File: src/rtl/bmprle8_queue.sv
// Small register queue with full, empty and fill count.
`timescale 1ns / 1ps

module bmprle8_queue #(
  parameter int WIDTH = 8,
  parameter int DEPTH = 4
) (
  input  logic                         clk,
  input  logic                         rst,
  input  logic                         push,
  input  logic [WIDTH-1:0]             din,
  output logic                         full,
  input  logic                         pop,
  output logic [WIDTH-1:0]             dout,
  output logic                         empty,
  output logic [$clog2(DEPTH+1)-1:0]   count
);

  localparam int PTR_W = (DEPTH > 1) ? $clog2(DEPTH) : 1;
  localparam int CNT_W = $clog2(DEPTH+1);

  logic [WIDTH-1:0] slots [DEPTH];
  logic [PTR_W-1:0] wr_ptr;
  logic [PTR_W-1:0] rd_ptr;
  logic [CNT_W-1:0] fill;
  logic             do_push;
  logic             do_pop;

  assign full    = (fill == CNT_W'(DEPTH));
  assign empty   = (fill == '0);
  assign do_push = push && !full;
  assign do_pop  = pop && !empty;
  assign dout    = slots[rd_ptr];
  assign count   = fill;

  always_ff @(posedge clk) begin
    if (rst) begin
      wr_ptr <= '0;
      rd_ptr <= '0;
      fill   <= '0;
    end else begin
      if (do_push) begin
        wr_ptr <= (wr_ptr == PTR_W'(DEPTH-1)) ? '0 : wr_ptr + 1'b1;
      end
      if (do_pop) begin
        rd_ptr <= (rd_ptr == PTR_W'(DEPTH-1)) ? '0 : rd_ptr + 1'b1;
      end
      if (do_push && !do_pop) begin
        fill <= fill + 1'b1;
      end else if (do_pop && !do_push) begin
        fill <= fill - 1'b1;
      end
    end
  end

  always_ff @(posedge clk) begin
    if (do_push) begin
      slots[wr_ptr] <= din;
    end
  end

  a_no_push_when_full: assert property (@(posedge clk) disable iff (rst) !(push && full))
    else $error("Request pushed into a full queue.");
  a_fill_bounded: assert property (@(posedge clk) disable iff (rst) fill <= CNT_W'(DEPTH))
    else $error("Queue fill count exceeds its depth.");
  a_push_makes_nonempty: assert property (@(posedge clk) disable iff (rst)
    (do_push && !do_pop) |=> !empty)
    else $error("Queue is empty after a push.");

endmodule

File: config.mk
export PLATFORM = sky130hd
export DESIGN_NAME = bmprle8_queue
export DESIGN_NICKNAME = d
export VERILOG_FILES = /design/src/rtl/bmprle8_queue.sv
export SDC_FILE = /design/constraint.sdc
export NUM_CORES = 1
export LEC_CHECK = 0
export ABC_CLOCK_PERIOD_IN_PS = 3000
export BUFFER_PORTS_ARGS = -buffer_cell sky130_fd_sc_hd__buf_4
export CAP_MARGIN = 10
export CORE_UTILIZATION = 35
export DETAILED_ROUTE_END_ITERATION = 8
export HOLD_SLACK_MARGIN = 0.03
export PLACE_DENSITY = 0.65
export SYNTH_ARGS = -nofsm -noshare
export SYNTH_HDL_FRONTEND = slang
export SYNTH_SLANG_ARGS = --single-unit
File: constraint.sdc
create_clock -name clk -period 3 [get_ports clk]
set_input_delay 0.6 -clock clk [delete_from_list [all_inputs] [get_ports clk]]
set_output_delay 0.6 -clock clk [all_outputs]
set_load 0.05 [all_outputs]
==> metrics.csv <==
stage;metric;value;unit
worst_setup_path;reg-to-reg startpoint;count[0];
placement;DP Wirelength;1.88;mm
finish;share of post-route cells with drive strength above 1;40.3;%
die;Die X;70.6;microns
timing;Achievable Freq;0.410;GHz
pwr;Comb power frac;35.2;%
clock_tree;CTS tree;built;
pwr;LEAKAGE;0.000733;uW
finish;Fillers;401;
worst_hold_path;hold path cells;1;
logic_synthesis;Yosys reg bits;41;
die;Initial Util;37.0;%
logic_synthesis;largest cells by area after synthesis;edfxtp_1, dfxtp_1, mux4_2;
pwr;sw power;651;uW
clock_tree;post-cts resize count;0;
worst_hold_path;worst hold path class;input pin to register;
clock_tree;worst skew pair latency;290;ps
finish;Multi-input gate area;457;sq um
clock_tree;Num CTS Buffers;5;
placement;Routability Congestion;0.762;
timing;Worst-Margin Slew;538;ps
job;total of max-cap violations;0;
logic_synthesis;Yosys top cell by area;edfxtp_1;
pwr;Seq pwr share;41.9;%
logic_synthesis;Ys Warns;0;
routing;Vias;836;
die;die area;0.00498;sq mm
routing;average wire per standard cell;16.0;microns
pwr;P_int;1170;uW
routing;highest routed layer;met3;
worst_setup_path;Crit path required time;3210;ps
routing;Pre-antenna DRT Iters;6;
clock_tree;Setup Buffers After CTS;0;
routing;# DRC;10;
worst_setup_path;arrival time at the worst endpoint;2650;ps
logic_synthesis;Yosys cell types;26;
timing;Final Hold Fails;0;
die;num ports;25;
timing;clock skew;4.70;ps
worst_setup_path;R2R Setup Slk;560;ps
logic_synthesis;Post-Syn Area;0.00165;sq mm
clock_tree;Bufs on Longest Clock Path;2;
worst_setup_path;Setup CP Type;register to register;
global_routing;grt ovf;0;
logic_synthesis;sequential share of the synthesized area;69.4;%
clock_tree;H-Tree Depth;2;
pwr;maximum VDD drop;0.498;mV
pwr;total power;1820;uW
worst_setup_path;RR Endpoint;count[2];
clock_tree;clk sinks;41;
routing;post-route ant nets;0;
outcome;failing checks;DRC;
logic_synthesis;share of the synthesized area in the top cell type;58.4;%
routing;final WL;2.74;mm
worst_setup_path;Crit Path Max Fanout;7;
logic_synthesis;Post-Syn Nets;111;
pwr;Clock power frac;23.0;%
placement;Port Buffers;24;
finish;Area growth, synth to finish;19.8;%
global_routing;global-route wire length before repair;4.44;mm
timing;max-slew violation count;0;
routing;WL met3;155;microns
timing;worst rel slew slack;64.1;%
clock_tree;clk slew on worst S/H paths;70;ps
logic_synthesis;Post-Synthesis Cells;92;
outcome;status;finished, violations left;
timing;final critical-path required period;2440;ps
worst_hold_path;min-delay src;din[7];
clock_tree;hold_buf cts;0;
routing;initial drt markers;35;
logic_synthesis;Avg Inst Size Synth;17.9;sq um
die;core area;0.00444;sq mm
worst_hold_path;Min-Delay Endpoint;slots[0][7];
finish;sequential cell area;0.00114;sq mm
global_routing;initial antenna violation count;0;
global_routing;Total GRT Usage;12.1;%
routing;DRT met1 WL;1.21;mm
finish;diodes inserted;0;
worst_setup_path;Crit. End Element;register;
timing;setup TNS;0;ps
pwr;Sw Ratio;35.7;%
worst_setup_path;reg2reg path depth;9;
worst_setup_path;crit path launch type;register;
die;DIE HEIGHT;70.6;microns
clock_tree;Root Driver;clkbuf_8;
routing;Vias/cell;4.89;
timing;period utilization;81.3;%
pwr;PD cells;926;mW/mm^2
global_routing;largest net degree at the start of global routing;13;
global_routing;vias in the first global route;913;
die;cell row count;24;
finish;fin nets;138;
routing;met2 wire len;1.38;mm
timing;final setup fails;0;
timing;RSZ-0062 raised after global routing;no;
## synthesized netlist by cell type (all sizes together)
master and n:
clkinv 1, nand2 1, o21ai 2, nor3 2, buf 3, or3b 1, ha 6, xor2 2
and3 4, nor2 4, inv 4, o31ai 2, or3 2, mux2i 2, edfxtp 32, dfxtp 9
a21oi 3, fa 1, clkbuf 1, mux4 8, nand3 2
## kinds of logic (layout without fill, tap and decap cells)
logic type | count (synthesis) | count (layout) | synth area share, %
simple gates | 16 | 16 | 5.70
mux | 10 | 10 | 12.2
compound gates | 7 | 7 | 3.04
xor+xnor | 2 | 2 | 1.06
fa+ha+maj | 7 | 7 | 5.78
buf+inv | 9 | 36 | 2.89
flops | 41 | 41 | 69.4
## flip-flops by register name, indices dropped and copies added, names as in the netlist, named ones only
name,cells
count,3
wr_ptr,2
rd_ptr,2
slots,32
## how the worst max path moves through the flow
stage	from	to	slack, ps
2_1_floorplan	count[0]	count[2]	360
3_3_place_gp	count[1]	count[2]	710
3_5_place_dp	count[0]	count[2]	580
4_1_cts	count[0]	count[2]	550
5_1_grt	count[0]	count[2]	360
6_report	count[0]	count[2]	560
## cells in the final DEF, fill, tap and decap left out
master,instances
and3_2,4
dfxtp_1,9
nor2_2,1
or3b_1,1
clkbuf_8,5
inv_1,4
edfxtp_1,32
o31ai_2,2
or3_1,1
bufinv_16,1
buf_4,24
clkinv_4,1
a21oi_1,3
mux2i_1,2
fa_1,1
clkinv_2,1
nand2_1,1
nor2_1,3
nand3_1,2
o21ai_0,1
mux4_2,8
nor3_1,2
o21ai_1,1
xor2_1,2
ha_1,6
or3_2,1
## metrics by stage
| stage | util [%] | hold WS (ps) | instance area [sq um] | instances | worst slack (ps) |
|---|---|---|---|---|---|
| 6_report | 44.3 | 510 | 1970 | 171 | 561 |
| 5_1_grt | 44.3 | 501 | 1970 | 171 | 360 |
| 4_1_cts | 44.3 | 502 | 1970 | 171 | 553 |
| 3_5_place_dp | 42.0 | 503 | 1870 | 164 | 577 |
| 3_3_place_gp | 42.0 | 468 | 1870 | 164 | 707 |
| 2_1_floorplan | - | 463 | 1650 | 92 | 357 |
## final cells by class
cell class	count	share of cell area, %
Clock buffer	5	3.49
Clock inverter	2	1.78
Inverter	5	1.21
Multi-Input combinational cell	42	23.2
Sequential cell	41	57.9
Tap cell	52	3.30
Timing Repair Buffer	24	9.14
## layer usage
layer,vias up,GRT usage [%]
met3,0,5.13
met1,410,15.1
li1,401,-
met4,0,3.33
met5,-,0
met2,25,19.6
## power groups by stage
stage          combinational (uW)  sequential [uW]  clock [uW]
3_5_place_dp                  647              781           0
5_1_grt                       681              779         449
4_1_cts                       648              769         431
3_3_place_gp                  633              776           0
6_report                      641              764         419
2_1_floorplan                 465              786           0
## worst max-delay path, cell delays in order (launching register included)
cell and delay, ps:
dfxtp_1 470, or3b_1 320, clkinv_4 90, nor2_2 120, ha_1 200, inv_1 70, fa_1 380, xor2_1 160
or3_2 400, a21oi_1 160
Power figures use the tool's default switching activity.
