$ cat config.mk
export PLATFORM = sky130hd
export DESIGN_NAME = bmprle8_front
export DESIGN_NICKNAME = d
export VERILOG_FILES = /design/src/rtl/bmprle8_pkg.sv /design/src/rtl/bmprle8_front.sv
export SDC_FILE = /design/constraint.sdc
export NUM_CORES = 1
export LEC_CHECK = 0
export ABC_CLOCK_PERIOD_IN_PS = 6100
export BUFFER_PORTS_ARGS = -buffer_cell sky130_fd_sc_hd__buf_4
export CORE_ASPECT_RATIO = 0.5
export CORE_MARGIN = 2
export CORE_UTILIZATION = 50
export DETAILED_ROUTE_END_ITERATION = 16
export GPL_TIMING_DRIVEN = 0
export MAX_ROUTING_LAYER = met4
export PLACE_DENSITY = 0.74
export SYNTH_ARGS = -nofsm -noshare
export SYNTH_HDL_FRONTEND = slang
export SYNTH_SLANG_ARGS = --single-unit
export TNS_END_PERCENT = 100
$ cat constraint.sdc
create_clock -name clk -period 6.1 [get_ports clk]
set_input_delay 1.22 -clock clk [delete_from_list [all_inputs] [get_ports clk]]
set_output_delay 1.22 -clock clk [all_outputs]
set_load 0.02 [all_outputs]
$ cat src/rtl/bmprle8_pkg.sv
// Shared types and constants of the BMP RLE8 decoder.
`timescale 1ns / 1ps

package bmprle8_pkg;

  localparam int DEF_MAX_WIDTH   = 4096;
  localparam int DEF_MAX_HEIGHT  = 4096;
  localparam int DEF_QUEUE_DEPTH = 4;
  localparam int PALETTE_ENTRIES = 256;

  localparam logic [1:0] ACT_DATA    = 2'd0;
  localparam logic [1:0] ACT_PALETTE = 2'd1;
  localparam logic [1:0] ACT_RESTART = 2'd2;

  localparam logic [1:0] REG_WIDTH  = 2'd0;
  localparam logic [1:0] REG_HEIGHT = 2'd1;
  localparam logic [1:0] REG_BOTTOM = 2'd2;

  typedef enum logic [1:0] {
    CMD_RUN = 2'd0,
    CMD_END = 2'd1,
    CMD_PAL = 2'd2
  } cmd_op_t;

  typedef struct packed {
    cmd_op_t     op;
    logic [7:0]  index;
    logic [23:0] rgb;
    logic [11:0] row;
    logic [11:0] column;
    logic [7:0]  length;
  } cmd_t;

  typedef struct packed {
    logic        kind;
    logic [11:0] row;
    logic [11:0] column;
    logic [7:0]  length;
    logic [7:0]  red;
    logic [7:0]  green;
    logic [7:0]  blue;
  } result_t;

endpackage

$ cat src/rtl/bmprle8_front.sv
// Front end: configuration registers, RLE8 stream parser and command generation.
`timescale 1ns / 1ps

module bmprle8_front #(
  parameter int MAX_WIDTH  = bmprle8_pkg::DEF_MAX_WIDTH,
  parameter int MAX_HEIGHT = bmprle8_pkg::DEF_MAX_HEIGHT
) (
  input  logic               clk,
  input  logic               rst,
  input  logic               cfg_write,
  input  logic [1:0]         cfg_index,
  input  logic [12:0]        cfg_data,
  input  logic               push,
  input  logic               cmd_full,
  input  logic [1:0]         action,
  input  logic [7:0]         data_byte,
  input  logic [7:0]         palette_index,
  input  logic [7:0]         palette_red,
  input  logic [7:0]         palette_green,
  input  logic [7:0]         palette_blue,
  output logic               cmd_push,
  output bmprle8_pkg::cmd_t  cmd
);
  import bmprle8_pkg::*;

  localparam int WCAP = (MAX_WIDTH > 8191) ? 8191 : MAX_WIDTH;
  localparam int HCAP = (MAX_HEIGHT > 8191) ? 8191 : MAX_HEIGHT;

  typedef enum logic [6:0] {
    PH_FIRST  = 7'b0000001,
    PH_COLOUR = 7'b0000010,
    PH_ESCAPE = 7'b0000100,
    PH_DX     = 7'b0001000,
    PH_DY     = 7'b0010000,
    PH_ABS    = 7'b0100000,
    PH_PAD    = 7'b1000000
  } phase_t;

  logic [12:0] image_width;
  logic [12:0] image_height;
  logic        bottom_up;

  phase_t      phase, phase_next;
  logic [7:0]  held_count, held_count_next;
  logic [7:0]  absolute_left, absolute_left_next;
  logic [7:0]  held_delta_x, held_delta_x_next;
  logic [12:0] cur_column, cur_column_next;
  logic [12:0] cur_row, cur_row_next;
  logic        finished, finished_next;

  logic        accept;
  logic [12:0] w_eff;
  logic [12:0] h_eff;
  logic        col_in_row;
  logic [12:0] room;
  logic [7:0]  run_len;
  logic [12:0] row_clamp;
  logic [12:0] row_flip;
  logic [11:0] col_sat;
  logic [13:0] col_sum;
  logic [13:0] row_sum;
  logic [12:0] col_delta;
  logic [12:0] row_delta;
  logic [12:0] row_inc;
  logic [7:0]  abs_dec;

  always_ff @(posedge clk) begin
    if (rst) begin
      image_width  <= 13'd1;
      image_height <= 13'd1;
      bottom_up    <= 1'b1;
    end else if (cfg_write) begin
      case (cfg_index)
        REG_WIDTH:  image_width  <= cfg_data;
        REG_HEIGHT: image_height <= cfg_data;
        REG_BOTTOM: bottom_up    <= cfg_data[0];
        default:    ;
      endcase
    end
  end

  assign accept = push && !cmd_full;

  always_comb begin
    w_eff = image_width;
    if (w_eff == '0) w_eff = 13'd1;
    if (w_eff > 13'(WCAP)) w_eff = 13'(WCAP);
    h_eff = image_height;
    if (h_eff == '0) h_eff = 13'd1;
    if (h_eff > 13'(HCAP)) h_eff = 13'(HCAP);

    col_in_row = cur_column < w_eff;
    room       = w_eff - cur_column;
    run_len    = (room < {5'd0, held_count}) ? room[7:0] : held_count;
    if (!col_in_row) run_len = 8'd0;

    row_clamp = (cur_row >= h_eff) ? h_eff - 13'd1 : cur_row;
    row_flip  = bottom_up ? h_eff - 13'd1 - row_clamp : row_clamp;
    col_sat   = (cur_column > 13'd4095) ? 12'd4095 : cur_column[11:0];

    col_sum   = {1'b0, cur_column} + {6'd0, held_delta_x};
    row_sum   = {1'b0, cur_row} + {6'd0, data_byte};
    col_delta = col_sum[13] ? 13'd8191 : col_sum[12:0];
    row_delta = row_sum[13] ? 13'd8191 : row_sum[12:0];
    row_inc   = cur_row + 13'd1;
    abs_dec   = (absolute_left != '0) ? absolute_left - 8'd1 : 8'd0;
  end

  always_comb begin
    phase_next         = phase;
    held_count_next    = held_count;
    absolute_left_next = absolute_left;
    held_delta_x_next  = held_delta_x;
    cur_column_next    = cur_column;
    cur_row_next       = cur_row;
    finished_next      = finished;
    cmd_push           = 1'b0;
    cmd                = '0;
    cmd.op             = CMD_RUN;

    if (accept) begin
      case (action)
        ACT_PALETTE: begin
          cmd_push  = 1'b1;
          cmd.op    = CMD_PAL;
          cmd.index = palette_index;
          cmd.rgb   = {palette_red, palette_green, palette_blue};
        end
        ACT_RESTART: begin
          phase_next         = PH_FIRST;
          held_count_next    = '0;
          absolute_left_next = '0;
          held_delta_x_next  = '0;
          cur_column_next    = '0;
          cur_row_next       = '0;
          finished_next      = 1'b0;
        end
        ACT_DATA: begin
          if (!finished) begin
            case (phase)
              PH_COLOUR: begin
                cmd_push        = 1'b1;
                cmd.row         = row_flip[11:0];
                cmd.column      = col_sat;
                cmd.length      = run_len;
                cmd.index       = data_byte;
                cur_column_next = cur_column + {5'd0, run_len};
                phase_next      = PH_FIRST;
              end
              PH_ESCAPE: begin
                phase_next = PH_FIRST;
                if (data_byte == 8'd0) begin
                  cur_row_next    = row_inc;
                  cur_column_next = '0;
                  if (row_inc >= h_eff) begin
                    cmd_push      = 1'b1;
                    cmd.op        = CMD_END;
                    finished_next = 1'b1;
                  end
                end else if (data_byte == 8'd1) begin
                  cmd_push      = 1'b1;
                  cmd.op        = CMD_END;
                  finished_next = 1'b1;
                end else if (data_byte == 8'd2) begin
                  phase_next = PH_DX;
                end else begin
                  held_count_next    = data_byte;
                  absolute_left_next = data_byte;
                  phase_next         = PH_ABS;
                end
              end
              PH_DX: begin
                held_delta_x_next = data_byte;
                phase_next        = PH_DY;
              end
              PH_DY: begin
                cur_column_next = col_delta;
                cur_row_next    = row_delta;
                phase_next      = PH_FIRST;
                if (row_delta >= h_eff) begin
                  cmd_push      = 1'b1;
                  cmd.op        = CMD_END;
                  finished_next = 1'b1;
                end
              end
              PH_ABS: begin
                if (col_in_row) begin
                  cmd_push        = 1'b1;
                  cmd.row         = row_flip[11:0];
                  cmd.column      = col_sat;
                  cmd.length      = 8'd1;
                  cmd.index       = data_byte;
                  cur_column_next = cur_column + 13'd1;
                end
                absolute_left_next = abs_dec;
                if (abs_dec == '0) begin
                  phase_next = held_count[0] ? PH_PAD : PH_FIRST;
                end
              end
              PH_PAD: begin
                phase_next = PH_FIRST;
              end
              default: begin
                if (data_byte == 8'd0) begin
                  phase_next = PH_ESCAPE;
                end else begin
                  held_count_next = data_byte;
                  phase_next      = PH_COLOUR;
                end
              end
            endcase
          end
        end
        default: ;
      endcase
    end
  end

  always_ff @(posedge clk) begin
    if (rst) begin
      phase         <= PH_FIRST;
      held_count    <= '0;
      absolute_left <= '0;
      held_delta_x  <= '0;
      cur_column    <= '0;
      cur_row       <= '0;
      finished      <= 1'b0;
    end else begin
      phase         <= phase_next;
      held_count    <= held_count_next;
      absolute_left <= absolute_left_next;
      held_delta_x  <= held_delta_x_next;
      cur_column    <= cur_column_next;
      cur_row       <= cur_row_next;
      finished      <= finished_next;
    end
  end

endmodule

==> flow_summary.ini <==
[timing]
fin_crit_sh_pct = 106
rsz0062_at_grt = yes
fin_worst_skew_ns = 0.00593
max-slew-margin-rel_pct = 30.9
tns_ns = -1.65
min_period_ns = 6.49
tightestPinTransition_ns = 1.04
hold_viol_final = 0
fmax_mhz = 154
setup_violations = 10
fin_ws_ns = -0.393
slew_viol_final = 0

[clock_network]
htreeDepth = 3
cts-root-buf = clkbuf_16
clock_latency_ns = 0.35
path_clk_slew_ns = 0.08
cts_buffer_depth = 2
cts.sinks = 85
cts_tree = done
postCtsHoldBufs = 0
cts_inserted_buffers = 9

[placement]
dp_hpwl_um = 24200
place_inst = 1601
place_congestion = 1.01
numPortBuffers = 127

[layout]
postLayoutCoreUtil_pct = 67.1
fin_nets = 1606
stdcell_count = 1680
drive_above_1_share_pct = 25.2
fillCellCount = 1517
num_antenna_cells = 0
final_cell_mix = 189 x buf_4, 148 x nor2_1, 130 x nand2_1
area_growth_pct = 29.8
multi_input_area_um2 = 7600
seq_area_um2 = 1720
final_common_cell = buf_4

[die]
die_h_um = 99.5
core_um2 = 17600
die_w_um = 195
rows = 34
pin_count = 129
start_util_pct = 51.7
dieArea_um2 = 19400

[setup_path]
critical_path_arrival_ns = 5.27
cpPeakStageDelay_ns = 0.37
reg2reg_depth = 27
worst-path-max-fanout = 4
worstPathRequired_ns = 4.88
cp_slowest_cell = dfxtp_4
cp_cell_sequence = nor4_4, nand3_2, or3_4, o21ai_2, nand2_2, ha_4, a21o_1, a21oi_2, a2111oi_4, a211oi_4, buf_6, buf_4, mux2i_2, ha_1, buf_4, buf_4, a21oi_2, o21ai_2, o41ai_4, o21ai_1, xor2_1, a21oi_2, nor2_2, buf_6
r2r_start = image_width[10]
startpoint = image_height[6]
crit_type = register to output pin
critPathLaunchType = register
worstSetupEndpointType = output pin

[synthesis]
synth_seq_cells = 85
netlist_instances = 1240
syn_nets = 1405
synth.avg_cell_area_um2 = 7.35
yosysWarnings = 0
synthFlopType = dfxtp_1
synth_area_um2 = 9110
synthArstFlopShare_pct = 0
synthDistinctLibCells = 90
ys_seq_area_share_pct = 18.7
synth-edff-count = 0

[routing]
vias_per_cell = 6.11
drt-wirelength-per-cell_um = 19.3
drt-pass1-iter-count = 6
drt_iter0_drc = 1006
final_antenna_net_count = 0
wl_um = 32400
vias = 10263
drc = 0

[global_route]
grt_max_degree = 19
grt_usage_pct = 33.1
antenna_found_initial = 1
grt_pass1_wl_um = 49800
grt_overflow = 0
grt_pass1_vias = 9605

[min_path]
min_delay_path_depth = 2
hold_start = image_width[5]
hp-class = register to register

[job]
max_cap_violations = 0

[pwr]
total_leakage_power_uw = 0.00496
vdd_drop_max_mv = 0.133
power.density_nw_per_um2 = 156

[outcome]
violations = setup timing
status = complete, but fails checks
## metrics by stage
stage	total power [uW]	area (um2)	hold slack [ns]	worst slack [ns]
2_1_floorplan	933	9140	0.444	0.0919
3_3_place_gp	1060	10400	0.458	-0.806
3_5_place_dp	1080	10400	0.459	-0.960
4_1_cts	1730	11300	0.469	-0.243
5_1_grt	1910	11800	0.494	-0.550
6_report	1840	11800	0.468	-0.393
## per-layer routing
layer	routed length [um]	up-vias	track usage [%]
met1	14100	4836	42.4
li1	-	4874	-
met2	14600	491	53.4
met4	602	0	8.46
met5	0	-	-
met3	3130	62	6.92
## synthesized netlist by cell type, types with 33 or more instances
master / n / area, um2
dfxtp_1: 85 / 1700
xnor2_1: 39 / 342
nand2_1: 131 / 492
mux2i_1: 41 / 410
nor3_1: 39 / 195
nor2_1: 152 / 571
and2_1: 43 / 269
nand3_1: 33 / 165
clkbuf_1: 44 / 165
a21oi_1: 117 / 586
inv_1: 53 / 199
ha_1: 98 / 1230
o21ai_0: 69 / 345
## layout make-up
class	instances	area share, %
Clock buffer	9	1.90
Inverter	54	1.75
Tap cell	234	2.48
Multi-Input combinational cell	1045	64.3
Sequential cell	85	14.5
Buffer	53	2.01
Clock inverter	7	0.646
Timing Repair Buffer	193	12.4
## cells by family (layout without fill, tap and decap cells)
group | after synthesis | count (layout) | share of synthesized area, %
AOI/OAI and AO/OA | 338 | 338 | 24.8
DFF | 85 | 85 | 18.7
buffers and inverters | 110 | 316 | 4.82
and+or+nand+nor | 506 | 506 | 27.1
xor gates and xnor gates | 55 | 55 | 5.29
muxes | 42 | 42 | 4.63
adders and majority gates | 104 | 104 | 14.7
## power breakdown
part	leakage, uW	switching [uW]	internal, uW
clock network	0.000149	278	292
registers	0.000691	15.2	564
logic	0.00412	371	321
## final timing paths
check | end | slack (ns)
max | cmd[30] | -0.39
min | image_width[5] | 0.47
max reg2reg | cur_column[11] | 0.18
min reg2reg | image_width[5] | 0.47
## timing repair
action                                 4_1_cts  5_1_grt
endpoints found under the hold margin        0        0
resized for setup                           76       78
setup buffers                               48       18
pin swaps                                   40       57
setup endpoints to repair                   43       39
## critical path: cells and delay by family (launching register included)
| kind | cells | cell delay (ns) |
|---|---|---|
| flip-flops | 1 | 0.37 |
| buffers and inverters | 5 | 0.69 |
| AO/OA/AOI/OAI | 10 | 1.74 |
| AND/OR/NAND/NOR | 5 | 1.02 |
| multiplexers | 1 | 0.34 |
| XOR/XNOR | 1 | 0.18 |
| adder cells (fa/ha/maj) | 2 | 0.57 |
## registers in the layout, summed over array words and instances, names as in the netlist
name and flops:
cur_column 13, cur_row 13, image_height 13, image_width 13, absolute_left 8, held_count 8, held_delta_x 8, phase 7
bottom_up 1, finished 1
(Power assumes the default switching activity.)
